==> src/rtl/core/kptt_ram.sv <==
// ----------------------------------------------------------------------------
// kptt_ram
// Generic single-port RAM, one write and one read of the same address per cycle, registered read.
// ----------------------------------------------------------------------------
module kptt_ram #(
	parameter int WIDTH = 8,
	parameter int DEPTH = 64
) (
	input  logic                     clk,
	input  logic                     we,
	input  logic [$clog2(DEPTH)-1:0] addr,
	input  logic [WIDTH-1:0]         wdata,
	output logic [WIDTH-1:0]         rdata
);

	logic [WIDTH-1:0] mem_q [DEPTH];

	always_ff @(posedge clk) begin
		if (we) begin
			mem_q[addr] <= wdata;
		end
		rdata <= mem_q[addr];
	end

endmodule

==> config.mk <==
export PLATFORM = sky130hd
export DESIGN_NAME = kptt_ram
export DESIGN_NICKNAME = d
export VERILOG_FILES = /design/src/rtl/core/kptt_ram.sv
export SDC_FILE = /design/constraint.sdc
export NUM_CORES = 1
export LEC_CHECK = 0
export BUFFER_PORTS_ARGS = -buffer_cell sky130_fd_sc_hd__buf_2
export CAP_MARGIN = 20
export CORE_UTILIZATION = 45
export DETAILED_ROUTE_END_ITERATION = 12
export PLACE_DENSITY_LB_ADDON = 0.12
export SYNTH_ARGS = -nofsm -noshare
export SYNTH_HDL_FRONTEND = slang
export SYNTH_SLANG_ARGS = --single-unit
==> constraint.sdc <==
create_clock -name clk -period 2.8 [get_ports clk]
set_clock_uncertainty 0.1 [all_clocks]
set_input_delay 0.14 -clock clk [delete_from_list [all_inputs] [get_ports clk]]
set_output_delay 0.14 -clock clk [all_outputs]
set_load 0.01 [all_outputs]
; ---- Yosys cells after proc, flatten, opt, wreduce, memory -nomap -nowiden
; Memory sizes are Yosys's and may differ from the RTL's. A register that Yosys moved wholly into a read port is not among the register bits.
; Cells that the tools add are included.
[word_totals]
reg_bits = 0
latchBits = 0
ramBits = 512
rom_bits = 0
out_inout_bits = 8
wordCells = 3
memories = 1
[classes]
add_sub_neg = 0
mul = 0
div_mod_pow = 0
n_lt_le_gt_ge = 0
n_eq_ne = 0
n_shift = 0
mux = 2
bitwise = 0
reduce_logical = 0
[memory_table]
columns = name, depth, word_bits, read_ports, rd_clocked_by_memory_dff, wr, line
row1 = mem_q, 64, 8, 1, 1, 1, 16  ; logic [WIDTH-1:0] mem_q [DEPTH];
[op_table]
columns = op, n
row1 = 1-bit two-way mux, 2

; ---- Logic depth before layout (Yosys ltp)
[logic_depth]
ltp_word = 2
mapped_depth = 10
ltp_nobuf = 5

; ---- Worst setup path after synthesis
; Ideal clock, no wire load.
[synth_path]
kind = input-to-reg
from = input addr[1]
to = memory mem_q[13][0], enable pin
setup_time_ns = 0.370
arrival_time_ns = 1.868
required_ns = 2.330
path_slack_ns = 0.461
cell_stages = 7
n_path_buf = 4
cell_sequence = buf_6 -> buf_6 -> nor2b_1 -> clkbuf_1 -> clkbuf_1 -> nand3_1 -> nor2_1
[synth_rtl]
columns = item, line
row1 = from (decl), 11  ; input logic [$clog2(DEPTH)-1:0] addr,
row2 = to (decl), 16
; No word-level cell before the write port.

==> metrics.cfg <==
[worst_setup_path]
cp_cell_sequence = mux4_2, mux2i_1, o22a_1, o311ai_0, buf_4, or4_1
r2r_end = rdata[3]
cp.required_ns = 3.18
slowest_stage = mux4_2
reg2regPathDepth = 6
r2r_setup_slack_ns = 0.42
endpoint_kind = flop
slowest_delay_ns = 0.47
r2r-start = mem_q[54][3]
cp_max_fo = 1
critical_path_class = reg -> reg
startpoint_type = flop
crit_arrival_ns = 2.76

[drt]
wl_met3_mm = 4.35
route.detailed.drc = 0
antenna_left = 0
vias = 11628
top_layer_used = met5
wl_met1_mm = 23.8
viasPerCell = 5.86
wl_met2_mm = 25.9
drt_iter0_drc = 1303
drt_wl_total_mm = 55.3
firstDrtPassIters = 5
wl_per_cell_um = 27.9

[die]
io_pins = 24
die_w_um = 215
initial_core_util = 0.459
die_h_um = 215
die_area_um2 = 46300
coreArea_um2 = 44500
rows = 77

[yosys]
syn_area_um2 = 20400
synth.avg_cell_area_um2 = 17.5
syn_nets = 1187
ys_warn_count = 0
ys_types = 56
synthFlopType = edfxtp_1
syn_inst = 1171
synth_seq_area_share = 0.760
ys_ff_latch = 520
synth_edf_count = 512
synthArstFlopShare = 0

[cells_and_area]
drive_gt1_frac = 0.241
most-common-layout-cells = edfxtp_1, buf_4, nor2_1, mux2i_1, clkbuf_16
final_common_cell = edfxtp_1
antenna_cells = 0
utilization = 0.543
final_area_um2 = 24200
area_delta_synth_final_pct = 18.2
final_nets = 1364

[clocking]
cts-resized-gates = 0
cts_tree = built
clkLatencyLatePin_ns = 0.61
cts_buffers = 54
post_cts_buffers = 0
clk_pin_slew_ns = 0.06
cts_hold_buf = 1
cts.sinks = 520
root_buffer = clkbuf_16
clockBufferDepth = 3
h-tree-depth = 2

[timing]
finalSetupViolCount = 0
holdWs_ns = 0.0303
fin_setup_tns_ns = 0
slew_viol_final = 0
fin_crit_ns = 2.38
max_slew_margin = 0.370
worstMarginPinSlew_ns = 0.934
fmax_mhz = 420
hold_viol_final = 0
rsz0062_at_grt = no
fin_crit_sh = 0.851

[pwr]
p_leak_nw = 8.11
p_total_mw = 16.8
p_switching_mw = 3.60
seqPwrFrac = 0.514
power_frac_clock = 0.427
p_sw_frac = 0.214
comb_power_share = 0.059
vdd.ir_drop.worst_mv = 0.460
power_density_nw_per_um2 = 696
p_int_mw = 13.2

[min_path]
hold_start = wdata[5]
hold_end = mem_q[53][5]
min_path_cells = 1
min_path_type = in -> reg

[grt]
grt_max_degree = 38
grt-ovfl-total = 0
antenna_found_initial = 1
grt_pass1_vias = 11669
track_usage = 0.246
grt_pass1_wl_mm = 81.6

[placed_design]
dpl-instance-area_um2 = 22400
dp_hpwl_mm = 37.1
gp_congestion = 0.882
port_buffers = 23

[flow_run]
cap_viol_max_count = 0

[status]
status = completed

synth_stat cells (all sizes together), types with 12 or more instances:
master  instances  area share
buf            45       0.013
edfxtp        512        0.75
a31oi          15      0.0046
mux4           41       0.045
nand2b         24      0.0073
a21oi          28      0.0069
a22oi          40       0.015
nor2           82       0.015
mux2i          63       0.031
nand2          45      0.0083
o22ai          22      0.0067
a221oi         21      0.0090
nand3b         12      0.0044
mux2           12      0.0066
clkbuf         36      0.0066
registers in the layout (all words and copies together) (netlist names):
register / count
mem_q: 512
rdata: 8
power groups by stage:
stage	clock network, mW	registers, mW	logic, mW
6_report	7.19	8.65	0.986
5_1_grt	7.59	8.65	1.05
4_1_cts	7.29	8.65	0.986
3_5_place_dp	0	8.81	0.982
3_3_place_gp	0	8.81	0.979
2_1_floorplan	0	8.81	0.468
routing by layer:
metal / global-route usage / up-vias
met5: 0 / -
met4: 0.0636 / 2
met3: 0.0532 / 74
met2: 0.386 / 475
met1: 0.350 / 5960
li1: - / 5117
cell type report:
type,instances,area (um2)
Fill cell,3613,20300
Tap cell,592,741
Inverter,3,11.3
Clock buffer,73,1520
Timing Repair Buffer,202,1600
Multi-Input combinational cell,567,4510
Clock inverter,28,264
Sequential cell,520,15500
through the flow:
step                      cells  setup slack (ns)
after global placement     1883            0.0986
after CTS                  1985             0.388
after floorplan            1171             0.461
after detailed placement   1883            0.0794
final                      1985             0.418
after global routing       1985             0.327
kinds of logic after synthesis:
family / count (synthesis) / share of synthesized area
flip-flops: 520 / 0.760
AND/OR/NAND/NOR: 229 / 0.0571
AO/OA/AOI/OAI: 222 / 0.0808
multiplexers: 116 / 0.0826
buffers and inverters: 84 / 0.0198
worst max-delay path: cells and delay by family, from the launching register on:
family / cells / cell delay [ns]
mux: 2 / 0.82
compound gates: 2 / 0.39
simple gates: 1 / 0.39
flops: 1 / 0.36
buf+inv: 1 / 0.21
worst max-delay path by stage:
stage	startpoint	end	slack, ns	cells after the start
2_1_floorplan	addr[1]	mem_q[13][0]	0.46	7
3_3_place_gp	addr[1]	rdata[6]	0.1	7
3_5_place_dp	addr[1]	rdata[6]	0.08	7
4_1_cts	mem_q[54][3]	rdata[3]	0.39	6
5_1_grt	mem_q[54][3]	rdata[3]	0.33	6
6_report	mem_q[54][3]	rdata[3]	0.42	6
Note: power is estimated with default switching activity, not from simulation.
